[src/sv/rdiv_pkg.sv]
// Package with shared types and constants of the pipelined restoring divider.
package rdiv_pkg;

   localparam int ROUNDS_PER_STAGE = 2;

   typedef struct packed {
      logic valid;
   } stage_ctl_type;

endpackage

[src/sv/rdiv_stage.sv]
// One pipeline stage of the restoring divider that runs ROUNDS division rounds.
module rdiv_stage #(
   parameter int WIDTH  = 24,
   parameter int ROUNDS = 2
) (
   input  logic                   clock,
   input  logic                   reset,
   input  logic                   enable,
   input  rdiv_pkg::stage_ctl_type ctl_i,
   input  logic [WIDTH-1:0]       nq_i,
   input  logic [WIDTH-1:0]       rem_i,
   input  logic [WIDTH-1:0]       den_i,
   output rdiv_pkg::stage_ctl_type ctl_o,
   output logic [WIDTH-1:0]       nq_o,
   output logic [WIDTH-1:0]       rem_o,
   output logic [WIDTH-1:0]       den_o
);
   import rdiv_pkg::*;

   stage_ctl_type    ctl_ff;
   logic [WIDTH-1:0] nq_ff;
   logic [WIDTH-1:0] rem_ff;
   logic [WIDTH-1:0] den_ff;
   logic [WIDTH-1:0] nq_in;
   logic [WIDTH-1:0] rem_in;

   // The nq register holds the unused dividend bits at its top, while quotient bits fill in from below.
   always_comb begin
      logic [WIDTH-1:0] nq_v;
      logic [WIDTH-1:0] rem_v;
      logic [WIDTH:0]   trial;
      nq_v  = nq_i;
      rem_v = rem_i;
      for (int r = 0; r < ROUNDS; r++) begin
         trial = {rem_v, nq_v[WIDTH-1]} - {1'b0, den_i};
         if (!trial[WIDTH]) begin
            rem_v = trial[WIDTH-1:0];
            nq_v  = {nq_v[WIDTH-2:0], 1'b1};
         end else begin
            rem_v = {rem_v[WIDTH-2:0], nq_v[WIDTH-1]};
            nq_v  = {nq_v[WIDTH-2:0], 1'b0};
         end
      end
      nq_in  = nq_v;
      rem_in = rem_v;
   end

   always_ff @(posedge clock) begin
      if (reset) begin
         ctl_ff.valid <= 1'b0;
      end else if (enable) begin
         ctl_ff.valid <= ctl_i.valid;
      end
   end

   always_ff @(posedge clock) begin
      if (enable) begin
         nq_ff  <= nq_in;
         rem_ff <= rem_in;
         den_ff <= den_i;
      end
   end

   assign ctl_o = ctl_ff;
   assign nq_o  = nq_ff;
   assign rem_o = rem_ff;
   assign den_o = den_ff;

endmodule

[src/sv/restoring_divider_24bit_top.sv]
// Top level of the pipelined unsigned restoring divider.
// Throughput: one division per cycle unless the result is stalled; each pipeline stage runs up to two restoring rounds.
// A stalled result freezes the whole pipeline, so nothing is lost or repeated.
// Reset (synchronous, active high) clears all stage valid bits; data registers are not reset.
module restoring_divider_24bit_top #(
   parameter int DATA_WIDTH = 24
) (
   input  logic                     clock,
   input  logic                     reset,
   input  logic                     req_tvalid,
   output logic                     req_tready,
   // Fields from bit 0 up: dividend, divisor, zero padding.
   input  logic [((2*DATA_WIDTH+7)/8)*8-1:0] req_tdata,
   output logic                     rsp_tvalid,
   input  logic                     rsp_tready,
   // Fields from bit 0 up: quotient, remainder, zero padding.
   output logic [((2*DATA_WIDTH+7)/8)*8-1:0] rsp_tdata
);
   import rdiv_pkg::*;

   localparam int NUM_STAGES = (DATA_WIDTH + ROUNDS_PER_STAGE - 1) / ROUNDS_PER_STAGE;
   localparam int BUS_WIDTH  = ((2*DATA_WIDTH+7)/8)*8;

   logic                  enable;
   stage_ctl_type         ctl_w [NUM_STAGES+1];
   logic [DATA_WIDTH-1:0] nq_w  [NUM_STAGES+1];
   logic [DATA_WIDTH-1:0] rem_w [NUM_STAGES+1];
   logic [DATA_WIDTH-1:0] den_w [NUM_STAGES+1];

   assign enable     = !ctl_w[NUM_STAGES].valid || rsp_tready;
   assign req_tready = enable;

   assign ctl_w[0].valid = req_tvalid;
   assign nq_w[0]        = req_tdata[DATA_WIDTH-1:0];
   assign rem_w[0]       = '0;
   assign den_w[0]       = req_tdata[2*DATA_WIDTH-1:DATA_WIDTH];

   for (genvar s = 0; s < NUM_STAGES; s++) begin : g_stage
      localparam int LEFT   = DATA_WIDTH - s * ROUNDS_PER_STAGE;
      localparam int ROUNDS = (LEFT < ROUNDS_PER_STAGE) ? LEFT : ROUNDS_PER_STAGE;
      rdiv_stage #(
         .WIDTH  (DATA_WIDTH),
         .ROUNDS (ROUNDS)
      ) u_stage (
         .clock  (clock),
         .reset  (reset),
         .enable (enable),
         .ctl_i  (ctl_w[s]),
         .nq_i   (nq_w[s]),
         .rem_i  (rem_w[s]),
         .den_i  (den_w[s]),
         .ctl_o  (ctl_w[s+1]),
         .nq_o   (nq_w[s+1]),
         .rem_o  (rem_w[s+1]),
         .den_o  (den_w[s+1])
      );
   end

   assign rsp_tvalid = ctl_w[NUM_STAGES].valid;
   assign rsp_tdata  = BUS_WIDTH'({rem_w[NUM_STAGES], nq_w[NUM_STAGES]});

   a_stall_blocks_input : assert property (@(posedge clock) disable iff (reset)
      rsp_tvalid && !rsp_tready |-> !req_tready)
      else $error("Input accepted while the result is stalled.");

   a_rem_below_den : assert property (@(posedge clock) disable iff (reset)
      rsp_tvalid && den_w[NUM_STAGES] != '0 |-> rem_w[NUM_STAGES] < den_w[NUM_STAGES])
      else $error("Remainder is not below the divisor.");

   a_zero_den_quotient : assert property (@(posedge clock) disable iff (reset)
      rsp_tvalid && den_w[NUM_STAGES] == '0 |-> &nq_w[NUM_STAGES])
      else $error("Zero divisor did not give an all-ones quotient.");

endmodule

[config.mk]
export PLATFORM = sky130hd
export DESIGN_NAME = restoring_divider_24bit_top
export DESIGN_NICKNAME = d
export VERILOG_FILES = /design/src/sv/rdiv_pkg.sv /design/src/sv/rdiv_stage.sv /design/src/sv/restoring_divider_24bit_top.sv
export SDC_FILE = /design/constraint.sdc
export NUM_CORES = 2
export LEC_CHECK = 0
export BUFFER_PORTS_ARGS = -buffer_cell sky130_fd_sc_hd__buf_2
export CAP_MARGIN = 20
export CORE_UTILIZATION = 31
export DETAILED_ROUTE_END_ITERATION = 8
export GPL_TIMING_DRIVEN = 0
export SYNTH_ARGS = -nofsm -noshare
export SYNTH_HDL_FRONTEND = slang
export SYNTH_SLANG_ARGS = --single-unit
[constraint.sdc]
create_clock -name clock -period 38.6 [get_ports clock]
set_clock_uncertainty 0.15 [all_clocks]
set_input_delay 1.93 -clock clock [delete_from_list [all_inputs] [get_ports clock]]
set_output_delay 1.93 -clock clock [all_outputs]
set_load 0.03 [all_outputs]
---- Yosys cells after proc, flatten, opt, wreduce, memory -nomap -nowiden ----
Index checks and enable logic that the tools add are counted.
operators by class
  $add $sub $neg .......................... 24
  mux-type cells .......................... 48
  reduce and logical (&&, ||, !) cells .... 2
operators by type and width
  kind              count
  $mux 24           24
  $sub 25x24->25    23
  $sub 1x24->25     1
  $mux 1            24
  $logic_not 1->1   1
  $logic_or 1x1->1  1
word-level totals
  flip-flop bits (word level) ............. 852
  input bits .............................. 52
  output and inout port bits .............. 50
  logic and storage cells ................. 121

---- Longest topological paths before layout ----
  word-level depth ........................ 4
  mapped depth ............................ 29
  depth with buffers taken out ............ 26

---- By module ----
From an unflattened synthesis, not the netlist that was laid out.
unflattened totals
  cell total of the unflattened synthesis .. 5,796
  area total of the unflattened synthesis .. 63,525.9 µm²
by module, submodules not included
  module                                 times used  cells each  area an instance (µm²)  sequential area each (µm²)
  rdiv_stage at g_stage[3].u_stage ...   7           473         5,282.6                 2,182.1
  rdiv_stage at g_stage[10].u_stage ...  4           480         5,270.1                 2,182.1
  rdiv_stage at g_stage[0].u_stage       1           563         5,457.7                 2,182.1
  restoring_divider_24bit_top            1           2           10.0                    0.0

---- Least setup slack after synthesis ----
No wires, ideal clock.
  path kind ............................... input to output
  start point ............................. input port rsp_tready
  end point ............................... output port req_tready
  data arrival time ....................... 25.137 ns
  data required time ...................... 36.520 ns
  setup slack ............................. 11.383 ns
  cell stages on the path ................. 3
  cell sequence ........................... nor2b_1 inv_1 clkbuf_1
between the ends
  word-level cells in the longest chain between the ends .. 1
ends and longest elaborated chain
  item              line                               text
  start, declared   restoring_divider_24bit_top.sv:15  input logic rsp_tready,
  $logic_or 1x1->1  restoring_divider_24bit_top.sv:30  assign enable = !ctl_w[NUM_STAGES].valid || rsp_tready;
  end, declared     restoring_divider_24bit_top.sv:11  output logic req_tready,
Every way passes these cells.

---- Worst setup path in the final report ----
  start point ............................. register g_stage[9].u_stage.den_ff[0]
  end point ............................... register g_stage[10].u_stage.rem_ff[10] (data pin)
between the ends
  word-level cells in the longest chain between the ends .. 4
ends and longest elaborated chain
  item                                line              text
  start, declared                     rdiv_stage.sv:23  logic [WIDTH-1:0] den_ff;
  start signal, assigned              rdiv_stage.sv:60  den_ff <= den_i;
  $sub 25x24->25                      rdiv_stage.sv:35  trial = {rem_v, nq_v[WIDTH-1]} - {1'b0, den_i};
  $mux 24                             rdiv_stage.sv:36  if (!trial[WIDTH]) begin
  $sub 25x24->25                      rdiv_stage.sv:35
  $mux 24 *                           rdiv_stage.sv:36
  net g_stage[10].u_stage.rem_in[10]  rdiv_stage.sv:25  logic [WIDTH-1:0] rem_in;
  end signal, assigned                rdiv_stage.sv:59  rem_ff <= rem_in;
  end, declared                       rdiv_stage.sv:22  logic [WIDTH-1:0] rem_ff;
The timed path passes the listed nets; every way through them passes the cells marked *.
A chain may end at the register's enable or synchronous reset.

==> flow_summary.html <==
<table>
<tr><th>Metric</th><th>Value</th></tr>
<tr><th colspan="2">Synth</th></tr>
<tr><td>Library cell with the largest summed area after synthesis</td><td>edfxtp_1</td></tr>
<tr><td>Top FF cell, synth</td><td>edfxtp_1</td></tr>
<tr><td>Synthesized instance count</td><td>5,951</td></tr>
<tr><td>Count of cell types in the netlist</td><td>107</td></tr>
<tr><td>FF+latch count, synth</td><td>852</td></tr>
<tr><td>Share of the synthesized area in the top cell type</td><td>42.2%</td></tr>
<tr><td>Netlist Area Pre-Place</td><td>0.0598 sq mm</td></tr>
<tr><td>Number of flops mapped to enable cells by yosys</td><td>840</td></tr>
<tr><td>Count of synthesis-stage warnings from yosys</td><td>0</td></tr>
<tr><td>Dominant cell by count in the synthesized netlist</td><td>edfxtp_1</td></tr>
<tr><td>Post-synth ARST share</td><td>0%</td></tr>
<tr><td>Mapped Avg Cell Area</td><td>10.1 sq um</td></tr>
<tr><td>Cell types with the highest counts after synthesis</td><td>840 x edfxtp_1, 649 x nand2_1, 554 x ha_1, 427 x inv_1, 424 x a21oi_1</td></tr>
<tr><td>Sequential fraction of the synthesis area</td><td>42.6%</td></tr>
<tr><td>Top cells by area, synth</td><td>edfxtp_1 42%, ha_1 12%, nand2_1 4.1%</td></tr>
<tr><th colspan="2">Global route</th></tr>
<tr><td>First-pass GRT wire length</td><td>244,000 um</td></tr>
<tr><td>Largest net degree at the start of global routing</td><td>73</td></tr>
<tr><td>Aggregate global-route resource usage</td><td>15.7%</td></tr>
<tr><td>Via count of the first global-routing pass</td><td>45.2k</td></tr>
<tr><td>Overflow left after global routing</td><td>0</td></tr>
<tr><td>Antenna violations before repair</td><td>2</td></tr>
<tr><th colspan="2">Clock tree</th></tr>
<tr><td>Clock tree from TritonCTS</td><td>yes</td></tr>
<tr><td>Root buffer cell</td><td>clkbuf_16</td></tr>
<tr><td>Number of hold buffers added after cts</td><td>0</td></tr>
<tr><td>Number of levels in the clock H-tree</td><td>3</td></tr>
<tr><td>Setup Buffers After CTS</td><td>0</td></tr>
<tr><td>Clk slew on worst S/H paths</td><td>60 ps</td></tr>
<tr><td>Worst-skew pair later-pin latency</td><td>750 ps</td></tr>
<tr><td>Number of sinks handled by clock tree synthesis</td><td>852</td></tr>
<tr><td>Total clock buffers created by CTS</td><td>100</td></tr>
<tr><td>CTS resizes</td><td>0</td></tr>
<tr><td>Clock buffer depth</td><td>3</td></tr>
<tr><th colspan="2">Route</th></tr>
<tr><td>Final WL</td><td>157,000 um</td></tr>
<tr><td>Wire per inst</td><td>17.9 um</td></tr>
<tr><td>First DRT Iteration DRCs</td><td>3,033</td></tr>
<tr><td>DR vias</td><td>45.6k</td></tr>
<tr><td>Number of routed nets with antenna violations</td><td>0</td></tr>
<tr><td>Count of unresolved DRC violations after routing</td><td>0</td></tr>
<tr><td>Average via count per standard cell</td><td>5.20</td></tr>
<tr><td>Number of optimization iterations in the first detailed-route pass</td><td>5</td></tr>
<tr><th colspan="2">Finish</th></tr>
<tr><td>Final-stage net count</td><td>6,807</td></tr>
<tr><td>Area added between synthesis and finish</td><td>12.5%</td></tr>
<tr><td>Layout cell share with drive strength beyond 1</td><td>7.40%</td></tr>
<tr><td>Final antenna diode count</td><td>0</td></tr>
<tr><th colspan="2">Worst setup path</th></tr>
<tr><td>CP max-delay cell</td><td>xor2_1</td></tr>
<tr><td>Required time at the worst-slack endpoint</td><td>39,010 ps</td></tr>
<tr><td>Endpoint class of the critical path</td><td>register</td></tr>
<tr><td>Critical Path Max Stage Delay</td><td>920 ps</td></tr>
<tr><td>Ordered list of cells on the worst path</td><td>ha_1 &gt; fa_1 &gt; nand2b_1 &gt; a21oi_1 &gt; nor4_2 &gt; o21ai_1 &gt; a31oi_1 &gt; o21ai_1 &gt; a311oi_2 &gt; xor2_2 &gt; clkbuf_1 &gt; o21ai_0 &gt; fa_1 &gt; a211oi_1 &gt; o211ai_1 &gt; a21bo_2 &gt; a221o_1 &gt; a21oi_1 &gt; o31ai_1 &gt; a21o_1 &gt; xor2_1 &gt; mux2i_2 &gt; buf_2 &gt; o221ai_1</td></tr>
<tr><td>Setup crit start kind</td><td>register</td></tr>
<tr><td>Critical-path maximum fanout</td><td>10</td></tr>
<tr><td>Reg-to-reg slack, setup</td><td>29,520 ps</td></tr>
<tr><td>Critical path class</td><td>reg -&gt; reg</td></tr>
<tr><td>Data arrival at the endpoint of the critical path</td><td>9490 ps</td></tr>
<tr><th colspan="2">Placed design</th></tr>
<tr><td>Weighted congestion reported at the end of routability-driven placement</td><td>0.942</td></tr>
<tr><td>Count of input and output buffers</td><td>101</td></tr>
<tr><td>Total half-perimeter wirelength after legalization and detailed placement</td><td>125,000 um</td></tr>
<tr><th colspan="2">STA</th></tr>
<tr><td>Max Transition Viols Final</td><td>0</td></tr>
<tr><td>Final setup violation count</td><td>0</td></tr>
<tr><td>Unrepaired setup endpoints after global routing</td><td>no</td></tr>
<tr><td>Remaining max-slew budget at the tightest pin</td><td>21.1%</td></tr>
<tr><td>Final hold slack</td><td>225 ps</td></tr>
<tr><td>Highest Clock Rate</td><td>0.110 GHz</td></tr>
<tr><td>Transition time at the pin with the least slew margin</td><td>1180 ps</td></tr>
<tr><td>Final worst-path cycle share</td><td>23.5%</td></tr>
<tr><td>Time the worst path needs with I/O delays and setup</td><td>9080 ps</td></tr>
<tr><td>Endpoints failing hold</td><td>0</td></tr>
<tr><td>Sum of negative setup slack</td><td>0 ps</td></tr>
<tr><th colspan="2">Floorplan</th></tr>
<tr><td>Number of top-level design ports</td><td>102</td></tr>
<tr><td>Die extent in x</td><td>441 um</td></tr>
<tr><td>Die footprint</td><td>0.195 sq mm</td></tr>
<tr><td>Standard cell core area</td><td>0.191 sq mm</td></tr>
<tr><td>Rows</td><td>160</td></tr>
<tr><td>Initial cell density of the core</td><td>31.3%</td></tr>
<tr><td>Die height</td><td>441 um</td></tr>
<tr><th colspan="2">Run</th></tr>
<tr><td>Max capacitance violation total</td><td>0</td></tr>
<tr><th colspan="2">Worst hold path</th></tr>
<tr><td>Hold Crit Class</td><td>reg -&gt; reg</td></tr>
<tr><th colspan="2">Run status</th></tr>
<tr><td>Outcome</td><td>finished, final reports clean</td></tr>
</table>
==> stage by stage <==
step           area [sq um]  instances  utilization (%)  setup slack [ps]
3_3_place_gp          63500       8573             33.3             -1400
2_1_floorplan         59900       5961                -             11380
4_1_cts               67300       8771             35.2             29830
6_report              67300       8771             35.2             29520
5_1_grt               67300       8771             35.2             29180
3_5_place_dp          63900       8587             33.5             29880
==> final timing paths <==
check                                                  from                             to  depth (start not counted)
worst min register to register   g_stage[6].u_stage.nq_o[4]     g_stage[7].u_stage.nq_o[6]                          0
worst min-delay path             g_stage[6].u_stage.nq_o[4]     g_stage[7].u_stage.nq_o[6]                          0
worst max register to register  g_stage[9].u_stage.den_o[0]  g_stage[10].u_stage.rem_o[10]                         24
worst max-delay path            g_stage[9].u_stage.den_o[0]  g_stage[10].u_stage.rem_o[10]                         24
==> cell type report <==
type	count	area [sq um]
clock buffers	112	2570
plain buffers	138	574
fillers	19200	124000
well taps	2511	3140
repair buffers	115	883
flip-flops and latches	852	25500
clock inverters	72	833
inverters	437	1640
multi-input cells	4534	32200
==> critical path, delay by kind of cell (launching register included) <==
family	cells	cell delay, ps
fa+ha+maj	3	1140
buf+inv	2	940
mux	1	440
simple gates	2	310
compound gates	14	3910
xor+xnor	2	1510
flops	1	460
==> registers in the layout (all words and copies together), names as in the netlist <==
| register | count |
|---|---|
| g_stage.u_stage.ctl_o | 12 |
| g_stage.u_stage.den_o | 264 |
| g_stage.u_stage.nq_o | 288 |
| g_stage.u_stage.rem_o | 288 |
==> kinds of logic (layout without fill, tap and decap cells) <==
logic type	after synthesis	in the layout	synth area share, %
AO/OA/AOI/OAI	1801	1801	20.2
XOR/XNOR	474	474	7.05
adder cells (fa/ha/maj)	579	579	12.4
buffers and inverters	575	874	3.70
flip-flops	852	852	42.6
multiplexers	112	112	2.06
other	1	11	0.00627
AND/OR/NAND/NOR	1557	1557	12.0
==> routing by layer <==
layer  up-vias  wire, um  global-route usage [%]
met2       972     77400                    28.1
met5         -         0                       0
met3       278      5990                    2.30
met4         0      5860                    5.95
met1     21700     67400                    18.9
li1      22700         -                       -
==> cells in the final DEF, fill, tap and decap left out, types with 101 or more instances in the layout <==
master and instances:
a21o_1 253, a21oi_1 424, buf_2 134, clkbuf_1 107, clkbuf_16 101, edfxtp_1 840
ha_1 554, inv_1 427, nand2_1 649, nand3_1 135, nor2_1 299, o21ai_0 358
o221ai_1 110, xnor2_1 269, xor2_1 196
Power is left out: the tool's default activity adds up to more than one toggle a clock period on the data nets, which glitch-free logic cannot reach.
